**config.mk**
```make
export PLATFORM = sky130hd
export DESIGN_NAME = first_fit_partition_allocator_top_flat
export DESIGN_NICKNAME = d
export VERILOG_FILES = /design/src/hdl/ffpa_pkg.sv /design/src/hdl/ffpa_if.sv /design/src/hdl/ffpa_cfg_regs.sv /design/src/hdl/ffpa_engine.sv /design/src/hdl/first_fit_partition_allocator_top.sv /design/src/flat_wrapper.sv
export SDC_FILE = /design/constraint.sdc
export NUM_CORES = 1
export LEC_CHECK = 0
export ABC_AREA = 1
export BUFFER_PORTS_ARGS = -buffer_cell sky130_fd_sc_hd__buf_4
export CAP_MARGIN = 30
export CORE_MARGIN = 2
export CORE_UTILIZATION = 55
export CTS_CLUSTER_DIAMETER = 60
export DETAILED_ROUTE_END_ITERATION = 10
export PLACE_DENSITY = 0.85
export SLEW_MARGIN = 20
export SYNTH_ARGS = -nofsm -noshare
export SYNTH_HDL_FRONTEND = slang
export SYNTH_SLANG_ARGS = --single-unit
```
**constraint.sdc**
```tcl
create_clock -name clk -period 3.3 [get_ports clk]
set_input_delay 0.495 -clock clk [delete_from_list [all_inputs] [get_ports clk]]
set_output_delay 0.495 -clock clk [all_outputs]
set_load 0.01 [all_outputs]
```
**src/hdl/ffpa_pkg.sv**
```systemverilog
// Shared types, constants and codes for the first-fit partition allocator.
package ffpa_pkg;

	// Number of partitions that the scan visits, 1 to 8.
	localparam int NUM_BLOCKS = 8;
	// Number of size registers, fixed by the register map.
	localparam int NREGS      = 8;

	localparam int SIZE_W     = 16;
	localparam int ID_W       = 8;
	localparam int BIDX_W     = 3;
	localparam int CFG_IDX_W  = $clog2(NREGS);
	localparam int SCAN_W     = (NUM_BLOCKS > 1) ? $clog2(NUM_BLOCKS) : 1;

	// Partition capacities after reset.
	localparam logic [SIZE_W-1:0] SIZE_RESET [NREGS] = '{
		16'd100, 16'd200, 16'd300, 16'd400, 16'd500, 16'd0, 16'd0, 16'd0
	};

	// Request kinds.
	localparam logic FUNC_ALLOC   = 1'b0;
	localparam logic FUNC_RELEASE = 1'b1;

	// Result status codes.
	typedef enum logic [1:0] {
		ST_ALLOC    = 2'd0,
		ST_NOFIT    = 2'd1,
		ST_FREED    = 2'd2,
		ST_NOTFOUND = 2'd3
	} status_t;

endpackage

```
**src/hdl/ffpa_if.sv**
```systemverilog
// Request and result channel interfaces for the partition allocator.
interface ffpa_req_if;
	import ffpa_pkg::*;

	logic              valid;
	logic              ready;
	logic              func;
	logic [ID_W-1:0]   proc_id;
	logic [SIZE_W-1:0] req_size;

	modport source (output valid, func, proc_id, req_size, input ready);
	modport sink   (input valid, func, proc_id, req_size, output ready);
endinterface

interface ffpa_rsp_if;
	import ffpa_pkg::*;

	logic              valid;
	logic              ready;
	status_t           status;
	logic [BIDX_W-1:0] block_index;

	modport source (output valid, status, block_index, input ready);
	modport sink   (input valid, status, block_index, output ready);
endinterface

```
**src/hdl/ffpa_cfg_regs.sv**
```systemverilog
// Partition size registers with a write port and one scan read port.
module ffpa_cfg_regs (
	input  logic                           clk,
	input  logic                           arst_n,
	input  logic                           cfg_we,
	input  logic [ffpa_pkg::CFG_IDX_W-1:0] cfg_idx,
	input  logic [ffpa_pkg::SIZE_W-1:0]    cfg_data,
	input  logic [ffpa_pkg::BIDX_W-1:0]    rd_idx,
	output logic [ffpa_pkg::SIZE_W-1:0]    rd_size
);
	import ffpa_pkg::*;

	logic [SIZE_W-1:0] size_q [NREGS];

	// Load reset capacities, then take register writes
	always_ff @(posedge clk or negedge arst_n) begin
		if (!arst_n) begin
			for (int i = 0; i < NREGS; i++) begin
				size_q[i] <= SIZE_RESET[i];
			end
		end else if (cfg_we) begin
			size_q[cfg_idx] <= cfg_data;
		end
	end

	// Select the capacity of the partition under scan
	assign rd_size = size_q[rd_idx[CFG_IDX_W-1:0]];

endmodule

```
**src/hdl/ffpa_engine.sv**
```systemverilog
// Scan sequencer with one shared comparator, partition state and result register.
module ffpa_engine (
	input  logic                        clk,
	input  logic                        arst_n,
	ffpa_req_if.sink                    req,
	ffpa_rsp_if.source                  rsp,
	output logic [ffpa_pkg::BIDX_W-1:0] size_idx,
	input  logic [ffpa_pkg::SIZE_W-1:0] size_rd
);
	import ffpa_pkg::*;

	typedef enum logic {S_IDLE, S_SCAN} state_t;

	state_t            state_q;
	logic [SCAN_W-1:0] idx_q;
	logic              func_q;
	logic [ID_W-1:0]   id_q;
	logic [SIZE_W-1:0] size_q;
	logic              busy_q  [NUM_BLOCKS];
	logic [ID_W-1:0]   owner_q [NUM_BLOCKS];
	logic              rsp_valid_q;
	status_t           status_q;
	logic [BIDX_W-1:0] bidx_q;

	logic hit;
	logic last;
	logic done;
	logic out_free;
	logic load;

	// Shared compare: capacity test on allocate, owner match on release
	always_comb begin
		if (func_q == FUNC_ALLOC) begin
			hit = !busy_q[idx_q] && (size_rd >= size_q);
		end else begin
			hit = busy_q[idx_q] && (owner_q[idx_q] == id_q);
		end
	end

	assign last     = (idx_q == SCAN_W'(NUM_BLOCKS - 1));
	assign done     = hit || last;
	assign out_free = !rsp_valid_q || rsp.ready;
	assign load     = (state_q == S_SCAN) && done && out_free;

	assign size_idx  = BIDX_W'(idx_q);
	assign req.ready = (state_q == S_IDLE);

	assign rsp.valid       = rsp_valid_q;
	assign rsp.status      = status_q;
	assign rsp.block_index = bidx_q;

	// Sequence the scan, update busy flags and hold the result beat
	always_ff @(posedge clk or negedge arst_n) begin
		if (!arst_n) begin
			state_q     <= S_IDLE;
			idx_q       <= '0;
			func_q      <= FUNC_ALLOC;
			id_q        <= '0;
			size_q      <= '0;
			rsp_valid_q <= 1'b0;
			status_q    <= ST_ALLOC;
			bidx_q      <= '0;
			for (int i = 0; i < NUM_BLOCKS; i++) begin
				busy_q[i] <= 1'b0;
			end
		end else begin
			if (rsp_valid_q && rsp.ready) begin
				rsp_valid_q <= 1'b0;
			end
			case (state_q)
				S_IDLE: begin
					if (req.valid) begin
						func_q  <= req.func;
						id_q    <= req.proc_id;
						size_q  <= req.req_size;
						idx_q   <= '0;
						state_q <= S_SCAN;
					end
				end
				S_SCAN: begin
					if (load) begin
						rsp_valid_q <= 1'b1;
						state_q     <= S_IDLE;
						if (hit) begin
							busy_q[idx_q] <= (func_q == FUNC_ALLOC);
							bidx_q        <= BIDX_W'(idx_q);
							status_q      <= (func_q == FUNC_ALLOC) ? ST_ALLOC : ST_FREED;
						end else begin
							bidx_q   <= '0;
							status_q <= (func_q == FUNC_ALLOC) ? ST_NOFIT : ST_NOTFOUND;
						end
					end else if (!done) begin
						idx_q <= idx_q + 1'b1;
					end
				end
				default: begin
					state_q <= S_IDLE;
				end
			endcase
		end
	end

	// Record the owner of a newly claimed partition
	always_ff @(posedge clk) begin
		if (load && hit && (func_q == FUNC_ALLOC)) begin
			owner_q[idx_q] <= id_q;
		end
	end

endmodule

```
**src/hdl/first_fit_partition_allocator_top.sv**
```systemverilog
// First-fit fixed-partition allocator: a request is accepted while the block is
// idle, then the partitions are visited one per cycle, lowest first, by a single
// shared comparator (capacity check on allocate, owner match on release). The
// scan stops at the first hit or after the last partition, and req.ready is low
// for the whole scan. The result sits in an output register, so a new request is
// taken while the previous result still waits, but a scan that finishes against a
// full output register holds until it drains. Partition sizes are written through
// cfg_we/cfg_idx/cfg_data and should only be changed while no request is in flight.
// Every partition is free after reset.
module first_fit_partition_allocator_top (
	input  logic                           clk,
	input  logic                           arst_n,
	ffpa_req_if.sink                       req,
	ffpa_rsp_if.source                     rsp,
	input  logic                           cfg_we,
	input  logic [ffpa_pkg::CFG_IDX_W-1:0] cfg_idx,
	input  logic [ffpa_pkg::SIZE_W-1:0]    cfg_data
);
	import ffpa_pkg::*;

	logic [BIDX_W-1:0] size_idx;
	logic [SIZE_W-1:0] size_rd;

	ffpa_cfg_regs u_regs (
		.clk      (clk),
		.arst_n   (arst_n),
		.cfg_we   (cfg_we),
		.cfg_idx  (cfg_idx),
		.cfg_data (cfg_data),
		.rd_idx   (size_idx),
		.rd_size  (size_rd)
	);

	ffpa_engine u_engine (
		.clk      (clk),
		.arst_n   (arst_n),
		.req      (req),
		.rsp      (rsp),
		.size_idx (size_idx),
		.size_rd  (size_rd)
	);

endmodule

```
**src/flat_wrapper.sv**
```systemverilog
// flat-port wrapper written by rule: the top's interface ports become plain ports
module first_fit_partition_allocator_top_flat import ffpa_pkg::*;
  (clk, arst_n, cfg_we, cfg_idx, cfg_data, req_valid, req_func, req_proc_id, req_req_size, req_ready, rsp_valid, rsp_status, rsp_block_index, rsp_ready);
  ffpa_req_if req_i ();
  ffpa_rsp_if rsp_i ();
  input  logic clk;
  input  logic arst_n;
  input  logic cfg_we;
  input  logic [ffpa_pkg::CFG_IDX_W-1:0] cfg_idx;
  input  logic [ffpa_pkg::SIZE_W-1:0] cfg_data;
  input wire logic [$bits(req_i.valid)-1:0] req_valid;
  input wire logic [$bits(req_i.func)-1:0] req_func;
  input wire logic [$bits(req_i.proc_id)-1:0] req_proc_id;
  input wire logic [$bits(req_i.req_size)-1:0] req_req_size;
  output wire logic [$bits(req_i.ready)-1:0] req_ready;
  output wire logic [$bits(rsp_i.valid)-1:0] rsp_valid;
  output wire logic [$bits(rsp_i.status)-1:0] rsp_status;
  output wire logic [$bits(rsp_i.block_index)-1:0] rsp_block_index;
  input wire logic [$bits(rsp_i.ready)-1:0] rsp_ready;
  assign req_i.valid = req_valid;
  assign req_i.func = req_func;
  assign req_i.proc_id = req_proc_id;
  assign req_i.req_size = req_req_size;
  assign req_ready = req_i.ready;
  assign rsp_valid = rsp_i.valid;
  assign rsp_status = rsp_i.status;
  assign rsp_block_index = rsp_i.block_index;
  assign rsp_i.ready = rsp_ready;
  first_fit_partition_allocator_top u_core (.clk(clk), .arst_n(arst_n), .req(req_i), .rsp(rsp_i), .cfg_we(cfg_we), .cfg_idx(cfg_idx), .cfg_data(cfg_data));
endmodule
```
==> results of run 1 <==
[timing repair]
action	CTS	global route
setup endpoints to repair	80	82
hold buffers	1	0
gates resized for setup	32	33
pin swaps	15	18
endpoints found under the hold margin	44	0
cloned	0	1
setup buffers	10	1
[cells in the mapped netlist (all sizes together) (14+ instances only)]
cell | count | area, µm²
nand3 | 27 | 152.7
a22oi | 17 | 127.6
o21ai | 137 | 685.7
inv | 112 | 420.4
a22o | 14 | 122.6
nor2 | 66 | 276.5
edfxtp | 64 | 1922
ha | 18 | 225.2
dfstp | 19 | 499.2
dfrtp | 152 | 3804
clkbuf | 36 | 135.1
nand2 | 321 | 1227
a21oi | 35 | 175.2
a221oi | 15 | 131.4
[power breakdown]
group          switching, mW  total (mW)  internal (mW)
Sequential             0.497        4.15           3.65
Combinational           2.19        3.66           1.47
Clock                   1.11        2.61           1.49
[area by class of cell]
cell class              count  area (µm²)  area share
clock buffers              39       718.2     0.05694
clock inverters             6       36.28    0.002877
inverters                 113       479.2     0.03799
multi-input cells         699        3711      0.2942
flip-flops and latches    235        6225      0.4935
well taps                 234       292.8     0.02321
repair buffers            135        1151     0.09126
[state kept, by name, indices dropped and copies added, names as in the netlist, 2 cells and up]
register / flops
u_core.u_engine.busy_q: 8
u_core.u_engine.id_q: 8
u_core.u_engine.owner_q: 64
u_core.u_engine.rsp.block_index: 3
u_core.u_engine.rsp.status: 2
u_core.u_engine.size_idx: 3
u_core.u_engine.size_q: 16
u_core.u_regs.size_q: 128
[worst max-delay path, stage by stage, from the launching register on]
cell	delay, ps
dfrtp_1	420
nor2_2	70
inv_2	110
nor2_2	50
buf_4	180
buf_4	150
a22o_1	200
a21oi_1	150
nand4_1	170
ha_1	320
nand2_1	70
nor2_1	130
o21a_1	150
o21ai_1	70
nand3_2	120
nand2_4	80
nand3_4	100
nand3_4	100
nor2_8	150
buf_12	160
nand2_4	90
inv_8	90
[cell families after synthesis]
kind of cell / Yosys count
flops: 235
mux: 9
simple gates: 430
compound gates: 241
xor+xnor: 1
fa+ha+maj: 18
buf+inv: 162
[per-layer routing]
layer	vias to the layer above	global-route usage
met3	113	0.04556
met2	436	0.4599
met1	4004	0.3450
met5	-	0
li1	3862	-
met4	0	0.1474
[worst max-delay path by stage]
stage	from	to	slack, ps	cells after the start
2_1_floorplan	u_core.u_engine.size_idx[0]	u_core.u_engine.owner_q[4][0]	10	20
3_3_place_gp	u_core.u_engine.size_idx[1]	u_core.u_engine.owner_q[4][1]	-50	19
3_5_place_dp	u_core.u_engine.size_idx[2]	u_core.u_engine.owner_q[6][3]	-220	20
4_1_cts	u_core.u_engine.size_idx[1]	u_core.u_engine.owner_q[5][3]	10	23
5_1_grt	u_core.u_engine.size_idx[1]	u_core.u_engine.owner_q[1][5]	-290	22
6_report	u_core.u_engine.size_idx[1]	u_core.u_engine.owner_q[1][5]	-120	21
[stage by stage]
step | hold slack [ps] | total power, mW | area (µm²) | utilization
after floorplan | 199.4 | 6.124 | 10440 | -
after global placement | 466.2 | 7.288 | 11410 | 0.6119
after detailed placement | 474.5 | 7.471 | 11490 | 0.6164
after CTS | 201.8 | 10.24 | 12460 | 0.6683
after global routing | 206.2 | 10.98 | 12610 | 0.6766
final | 209.3 | 10.41 | 12610 | 0.6766
==> results.py, run 1 <==
metrics = {
    "setup_path": {
        "reg2reg_depth": 21,
        "cp-start-kind": "flip-flop",
        "crit_type": "flip-flop to flip-flop",
        "cp_max_fo": 8,
        "rrSetupSlack_ps": -120,
        "r2r-start": "u_core.u_engine.size_idx[1]",
        "reg2reg_to": "u_core.u_engine.owner_q[1][5]",
        "crit_arrival_ps": 3640,
        "worstPathRequired_ps": 3520,
        "worstSetupEndpointType": "flip-flop",
    },
    "cells_and_area": {
        "final_cell_mix": "309 x nand2_1, 152 x dfrtp_1, 126 x o21ai_0",
        "antenna_cells": 0,
        "final_common_cell": "nand2_1",
        "layout.nets": 1276,
        "area_growth_syn_to_layout_pct": 20.99,
        "drive_above_1_share": 0.2078,
        "fillers": 1325,
        "final_cells": 1461,
    },
    "clock_tree": {
        "clk_latency_ps": 520,
        "htree_levels": 1,
        "cts_root_buffer": "clkbuf_16",
        "cts_tree": "built",
        "cts_buffers": 25,
        "path_clk_slew_ps": 60,
        "cts_max_path_buffers": 3,
        "clkSinkCount": 235,
    },
    "sta": {
        "final.min_clock_period_ps": 3420,
        "rsz0062_at_grt": "yes",
        "worst_clock_skew_ps": 16.14,
        "setup_tns_ps": -6678,
        "slew_violations": 0,
        "hold_viol_final": 0,
        "worst_pin_slew_ps": 692.5,
        "setup_ws_ps": -120.3,
        "max_freq_mhz": 292.4,
        "finalSetupViolCount": 75,
        "post-route-period-util": 1.036,
        "maxSlewHeadroom": 0.5372,
    },
    "global_route": {
        "grt_max_degree": 83,
        "track_usage": 0.2747,
        "overflow": 0,
        "grt_antenna_before_repair": 0,
        "first_global_vias": 8464,
        "grt_pass1_wl_mm": 43.14,
    },
    "yosys": {
        "netlist_area_um2": 10420,
        "synth_cell_type_count": 38,
        "ys_seq_area_frac": 0.5971,
        "yosysWarningCount": 0,
        "syn_inst": 1096,
        "synth_nets": 1163,
        "synth-seq-cells": 235,
        "synth_top_family_by_area": "simple AND/OR/NAND/NOR gates",
        "synthMuxAreaShare": 0.009722,
        "synth-adder-area-share": 0.02160,
        "synth_ff_type": "dfrtp_1",
        "async_flop_share": 0.7277,
        "synthSimpleGateAreaFrac": 0.1683,
        "synth_xor_area_frac": 0.0008401,
        "synth_enable_flop_cells": 64,
        "synth_compound_area_frac": 0.1390,
        "avgSynthCellArea_um2": 9.512,
    },
    "floorplanning": {
        "ios": 56,
        "initial_core_util": 0.5592,
        "fp.coreArea_um2": 18640,
        "die_area_um2": 20070,
        "fp-row-count": 50,
        "die_w_um": 141.7,
        "die_height_um": 141.7,
    },
    "pwr": {
        "pwr_density_cell_nw_per_um2": 825.7,
        "p_leak_nw": 6.071,
        "peakVddDrop_mv": 0.5788,
    },
    "route": {
        "wl_per_cell_um": 18.75,
        "routed_wl_mm": 27.39,
        "routed_via_density": 5.760,
        "drtAntennaViolNets": 0,
        "highest_layer": "met4",
        "vias": 8415,
        "firstDrtPassIters": 7,
        "drtIter0Drc": 761,
        "met2_length_mm": 13.32,
        "wl_met1_mm": 10.54,
        "post-route-drc-count": 0,
        "wl_met3_mm": 1.959,
    },
    "flow_run": {
        "drv_cap": 0,
    },
    "min_path": {
        "holdCritStartpoint": "req_proc_id[0]",
        "hold_end": "u_core.u_engine.id_q[0]",
        "hold_path_class": "primary input to flip-flop",
        "worstHoldPathCells": 2,
    },
    "status": {
        "violations": "negative setup slack",
        "outcome": "complete, but fails checks",
    },
    "place": {
        "dp_hpwl_mm": 17.77,
        "dp_slack_ps": -221.9,
        "post-place-cells": 1403,
        "gp_congestion": 0.9044,
        "port_buffers": 55,
    },
}
No activity file was read; power rests on OpenSTA's default activity.
==> inputs of run 2 (changes only) <==
- CELL_PAD_IN_SITES_DETAIL_PLACEMENT: default -> 1
- CELL_PAD_IN_SITES_GLOBAL_PLACEMENT: default -> 1
- CORE_UTILIZATION: 55 -> 43
==> run 2 against run 1 <==
Against the previous run:
- the run still ends with negative setup slack left
- utilization down 12 points
- hold slack worse by 6.5 ps
- clock skew up 5.3 ps
- cell area up 4.9%
- critical path depth up 1
- first-iteration DRC count up 8.0%
- worst setup slack worse by 430 ps
- register-to-register slack worse by 430 ps
- maximum frequency down 11%
- combinational power up 31%
- sequential share of layout area down 2.3 points
==> results.py, run 2 (synthesis gave the netlist of run 1 again) <==
metrics = {
    "setup_path": {
        "crit_arrival_ps": 4100,
        "worstPathRequired_ps": 3540,
        "critPathSlowestCell": "dfrtp_1",
        "critPathMaxStageDelay_ps": 420,
        "cp-start-kind": "flip-flop",
        "critPathLaunch": "u_core.u_engine.size_idx[2]",
        "cp_max_fo": 8,
        "endpoint": "u_core.u_engine.owner_q[1][5]",
        "cp_common_cell": "nand3_4",
        "crit_type": "flip-flop to flip-flop",
        "worstSetupEndpointType": "flip-flop",
        "r2r-start": "u_core.u_engine.size_idx[2]",
        "reg2reg_depth": 22,
        "rrSetupSlack_ps": -550,
        "worstPathCellList": "buf_6, nor2_4, inv_4, nor2_4, buf_6, buf_12, a22o_1, a221oi_1, nand4_1, ha_1, nand2_1, nor2_2, o21a_1, o21ai_2, nand3_4, nand2_4, nand3_4, nand3_4, nor2_8, buf_12, nand2_4, inv_8",
        "reg2reg_to": "u_core.u_engine.owner_q[1][5]",
    },
    "status": {
        "outcome": "complete, but fails checks",
        "violations": "negative setup slack",
    },
    "global_route": {
        "grt_antenna_before_repair": 0,
        "grt_pass1_wl_mm": 54.26,
        "first_global_vias": 9797,
        "overflow": 0,
        "track_usage": 0.2730,
        "grt_max_degree": 61,
    },
    "place": {
        "dp_hpwl_mm": 21.60,
        "gp_congestion": 0.8389,
        "port_buffers": 55,
        "dp_slack_ps": -452.0,
    },
    "sta": {
        "final.min_clock_period_ps": 3854,
        "maxSlewHeadroom": 0.4850,
        "max_freq_mhz": 259.5,
        "rsz0062_at_grt": "yes",
        "worst_pin_slew_ps": 769.8,
        "finalSetupViolCount": 82,
        "hold_viol_final": 0,
        "post-route-period-util": 1.168,
        "slew_violations": 0,
        "setup_ws_ps": -554.1,
        "worst_clock_skew_ps": 21.43,
    },
    "floorplanning": {
        "initial_core_util": 0.4415,
        "fp-row-count": 56,
        "fp.coreArea_um2": 23610,
        "ios": 56,
        "die_w_um": 159.7,
        "die_height_um": 159.7,
        "die_area_um2": 25510,
    },
    "clock_tree": {
        "cts_tree": "built",
        "htree_levels": 1,
        "clkSinkCount": 235,
        "path_clk_slew_ps": 70,
        "cts_max_path_buffers": 3,
        "cts_root_buffer": "clkbuf_16",
        "cts_buffers": 25,
        "clk_latency_ps": 530,
    },
    "cells_and_area": {
        "final_common_cell": "nand2_1",
        "drive_above_1_share": 0.2444,
        "area_growth_syn_to_layout_pct": 26.90,
        "layout.nets": 1301,
        "reg_top3": "u_core.u_regs.size_q x128, u_core.u_engine.owner_q x64, u_core.u_engine.size_q x16",
        "antenna_cells": 0,
        "final_cell_mix": "301 x nand2_1, 150 x dfrtp_1, 126 x o21ai_0, 126 x buf_4, 97 x inv_1",
        "largest_reg_flops": 128,
        "largest_register": "u_core.u_regs.size_q",
    },
    "route": {
        "post-route-drc-count": 0,
        "wl_per_cell_um": 25.13,
        "vias": 9137,
        "drtAntennaViolNets": 0,
        "routed_wl_mm": 39.48,
        "firstDrtPassIters": 5,
        "routed_via_density": 5.816,
        "drtIter0Drc": 822,
    },
    "pwr": {
        "peakVddDrop_mv": 0.5006,
        "total_power_mw": 11.86,
        "p_leak_nw": 6.314,
        "pwr_density_cell_nw_per_um2": 896.5,
    },
    "min_path": {
        "hold_path_class": "primary input to flip-flop",
    },
    "flow_run": {
        "drv_cap": 0,
    },
}
==> run 2: metal layers <==
layer | vias to the layer above | part of all wire | global-route usage
li1 | 3914 | - | -
met1 | 4570 | 0.36 | 0.3131
met2 | 453 | 0.51 | 0.4943
met3 | 200 | 0.063 | 0.04494
met4 | 0 | 0.066 | 0.1335
met5 | - | 0 | 0
==> run 2: area by class of cell <==
cell class / count / area [µm²]
well taps: 319 / 399.1
repair buffers: 160 / 1441
inverters: 113 / 494.2
fillers: 2612 / 10380
multi-input cells: 699 / 3861
flip-flops and latches: 235 / 6227
clock buffers: 38 / 744.5
clock inverters: 7 / 61.31
==> run 2: per-stage QoR <==
| step | cells | TNS (ps) | hold slack (ps) | utilization | area, µm² |
|---|---|---|---|---|---|
| 3_3_place_gp | 1483 | -17050 | 464.8 | 0.4888 | 11540 |
| 4_1_cts | 1549 | -6813 | 196.1 | 0.5451 | 12870 |
| 2_1_floorplan | 1096 | 0 | 199.4 | - | 10440 |
| 5_1_grt | 1571 | -43770 | 191.6 | 0.5602 | 13230 |
| 3_5_place_dp | 1488 | -32940 | 472.6 | 0.4926 | 11630 |
| 6_report | 1571 | -40900 | 202.8 | 0.5602 | 13230 |
==> run 2: power by group <==
group          switching (mW)  total, mW  leakage, nW  internal, mW
combinational            2.92       4.80         3.31          1.88
clock                    1.21       2.84        0.397          1.63
sequential              0.563       4.22         2.60          3.66
total                    4.70       11.9         6.31          7.16
==> run 2: critical path: cells and delay by family (launching register included) <==
kind	cells	cell delay [ps]
AO/OA/AOI/OAI	4	890
adder cells (fa/ha/maj)	1	350
flip-flops	1	420
AND/OR/NAND/NOR	11	1160
buffers and inverters	6	730
==> run 2: what timing repair did <==
item | 4_1_cts | 5_1_grt
pin swaps | 19 | 24
hold buffers | 1 | 0
endpoints found under the hold margin | 44 | 0
resized for setup | 75 | 40
endpoints found under the setup margin | 82 | 82
setup buffers | 16 | 22
==> run 2: worst min path at each step <==
stage,start,endpoint,slack (ps),depth (start not counted)
5_1_grt,req_proc_id[0],u_core.u_engine.id_q[0],190,2
3_3_place_gp,u_core.u_regs.size_q[39],u_core.u_regs.size_q[39],460,2
3_5_place_dp,u_core.u_regs.size_q[94],u_core.u_regs.size_q[94],470,2
2_1_floorplan,arst_n,u_core.u_engine.busy_q[0],200,0
4_1_cts,req_proc_id[0],u_core.u_engine.id_q[0],200,2
6_report,req_proc_id[0],u_core.u_engine.id_q[0],200,2
==> inputs of run 3 (changes only) <==
- REMOVE_ABC_BUFFERS: default -> 1
==> run 3 against run 2 <==
Against the previous run:
- the run still ends with negative setup slack left
- non-clock buffer count is 8 higher
- critical path type unchanged
- via count is 1.7% lower
- utilization grew 0.65 points
- cell area grew 1.2%
- first-iteration DRC count fell by 30%
- flip-flop and latch count unchanged
- routed wire length is 6.6% lower
- worst setup slack gained 19 ps
- clock skew rose by 3.0 ps
==> results.py, run 3 (synthesis gave the netlist of run 1 again) <==
metrics = {
    "setup_path": {
        "critPathSlowestCell": "dfrtp_2",
        "crit_type": "flip-flop to flip-flop",
        "worstSetupEndpointType": "flip-flop",
        "critPathMaxStageDelay_ps": 460,
        "crit_arrival_ps": 4070,
        "path_buf_inv": 6,
        "reg2reg_to": "u_core.u_engine.owner_q[3][4]",
        "worstPathRequired_ps": 3530,
        "cp_max_fo": 8,
        "cp-start-kind": "flip-flop",
        "reg2reg_depth": 20,
        "r2r-start": "u_core.u_engine.size_idx[1]",
        "critPathLaunch": "u_core.u_engine.size_idx[1]",
        "rrSetupSlack_ps": -540,
        "worstPathCellList": "inv_2, nor2_4, inv_4, nor2_2, buf_6, buf_4, a221oi_2, o2111ai_1, ha_1, a21oi_1, o21ai_0, a21oi_2, nand3_2, nand2_4, nand3_4, nand3_4, nor2_8, buf_12, nand2_4, clkinvlp_4",
        "path_delay_family": "compound AO/OA/AOI/OAI gates",
    },
    "route": {
        "wl_per_cell_um": 23.30,
        "firstDrtPassIters": 4,
        "drtAntennaViolNets": 0,
        "post-route-drc-count": 0,
        "routed_wl_mm": 36.89,
        "routed_via_density": 5.673,
        "drtIter0Drc": 575,
        "vias": 8981,
    },
    "floorplanning": {
        "ios": 56,
        "die_area_um2": 25510,
        "initial_core_util": 0.4415,
        "die_w_um": 159.7,
        "die_height_um": 159.7,
        "fp-row-count": 56,
        "fp.coreArea_um2": 23610,
    },
    "clock_tree": {
        "cts_max_path_buffers": 3,
        "clkSinkCount": 235,
        "cts_root_buffer": "clkbuf_16",
        "path_clk_slew_ps": 70,
        "clk_latency_ps": 550,
        "htree_levels": 1,
        "cts_tree": "built",
        "cts_buffers": 27,
    },
    "global_route": {
        "grt_antenna_before_repair": 0,
        "overflow": 0,
        "first_global_vias": 9836,
        "grt_pass1_wl_mm": 53.85,
        "grt_max_degree": 72,
        "track_usage": 0.2707,
    },
    "sta": {
        "final.min_clock_period_ps": 3835,
        "worst_clock_skew_ps": 24.38,
        "finalSetupViolCount": 82,
        "setup_ws_ps": -535.1,
        "hold_viol_final": 0,
        "maxSlewHeadroom": 0.3900,
        "worst_pin_slew_ps": 911.8,
        "rsz0062_at_grt": "yes",
        "slew_violations": 0,
        "max_freq_mhz": 260.8,
        "post-route-period-util": 1.162,
    },
    "place": {
        "port_buffers": 55,
        "gp_congestion": 0.8199,
        "dp_hpwl_mm": 21.62,
        "dp_slack_ps": -481.7,
    },
    "cells_and_area": {
        "layout.nets": 1311,
        "area_growth_syn_to_layout_pct": 28.36,
        "antenna_cells": 0,
        "largest_register": "u_core.u_regs.size_q",
        "drive_above_1_share": 0.2595,
        "largest_reg_flops": 128,
        "reg_top3": "u_core.u_regs.size_q x128, u_core.u_engine.owner_q x64, u_core.u_engine.size_q x16",
        "final_cell_mix": "303 x nand2_1, 149 x dfrtp_1, 138 x buf_4",
        "final_common_cell": "nand2_1",
    },
    "min_path": {
        "holdCritStartpoint": "cfg_data[13]",
        "hold_path_class": "primary input to flip-flop",
        "worstHoldPathCells": 3,
        "hold_end": "u_core.u_regs.size_q[13]",
    },
    "status": {
        "outcome": "complete, but fails checks",
        "violations": "negative setup slack",
    },
    "pwr": {
        "p_leak_nw": 6.307,
        "total_power_mw": 11.93,
        "pwr_density_cell_nw_per_um2": 891.6,
        "peakVddDrop_mv": 0.4561,
    },
    "flow_run": {
        "drv_cap": 0,
    },
}
==> run 3: cell count changes in the layout (fill, tap and decap cells not counted), moves of 4 or more <==
cell | before | now
buf_4 | 126 | 138
clkinvlp_4 | 1 | 8
buf_6 | 18 | 13
nand3_2 | 2 | 6
o21ai_1 | 8 | 4
o21ai_2 | 3 | 7
o21bai_2 | 6 | 2
o21bai_4 | 1 | 5
==> run 3: area by class of cell <==
| class | instances | area [µm²] |
|---|---|---|
| fill | 2609 | 10230 |
| inverter | 113 | 464.2 |
| sequential | 235 | 6228 |
| multi-input combinational | 699 | 3939 |
| timing repair buffer | 168 | 1473 |
| clock buffer | 41 | 778.2 |
| clock inverter | 8 | 100.1 |
| tap | 319 | 399.1 |
==> run 3: tightest hold or removal path, cell delays in order <==
cell	delay [ps]
buf_4	90
nand2_1	40
o21ai_0	60
==> run 3: through the flow <==
step	instances	cell area, µm²	setup TNS [ps]	util	hold slack, ps
3_3_place_gp	1492	11590	-11230	0.4910	467.0
4_1_cts	1570	13080	-18600	0.5540	173.7
2_1_floorplan	1047	10190	-83680	-	199.4
5_1_grt	1583	13380	-47650	0.5667	173.9
3_5_place_dp	1496	11660	-31520	0.4936	473.9
6_report	1583	13380	-38940	0.5667	179.6
==> run 3: repair_timing <==
item                                   in CTS  in global routing
pin swaps                                  20                 35
buffers inserted                           28                 16
gates cloned                                0                  0
endpoints found under the hold margin      15                  0
resized for setup                          78                 44
hold buffers                                1                  0
setup endpoints to repair                  82                 82
==> run 3: worst max-delay path by stage <==
stage / to / slack (ps) / depth (start not counted)
5_1_grt: u_core.u_engine.busy_q[0] / -640 / 21
4_1_cts: u_core.u_engine.owner_q[3][4] / -290 / 21
3_5_place_dp: u_core.u_engine.owner_q[3][4] / -480 / 20
6_report: u_core.u_engine.owner_q[3][4] / -540 / 20
3_3_place_gp: u_core.u_engine.owner_q[7][3] / -190 / 21
2_1_floorplan: u_core.u_engine.owner_q[3][0] / -1070 / 19
==> run 3: per-layer routing <==
layer / GRT usage / up-vias / wire length [µm]
li1: - / 3933 / -
met1: 0.3084 / 4459 / 13500
met4: 0.1479 / 0 / 2671
met3: 0.03922 / 184 / 1937
met5: 0 / - / 0
met2: 0.4892 / 405 / 18780
==> run 3: report_power, final <==
| group | leakage, nW | total [mW] | internal (mW) | switching (mW) |
|---|---|---|---|---|
| clock | 0.433 | 3.03 | 1.78 | 1.25 |
| combinational | 3.27 | 4.76 | 1.89 | 2.87 |
| sequential | 2.60 | 4.15 | 3.66 | 0.486 |
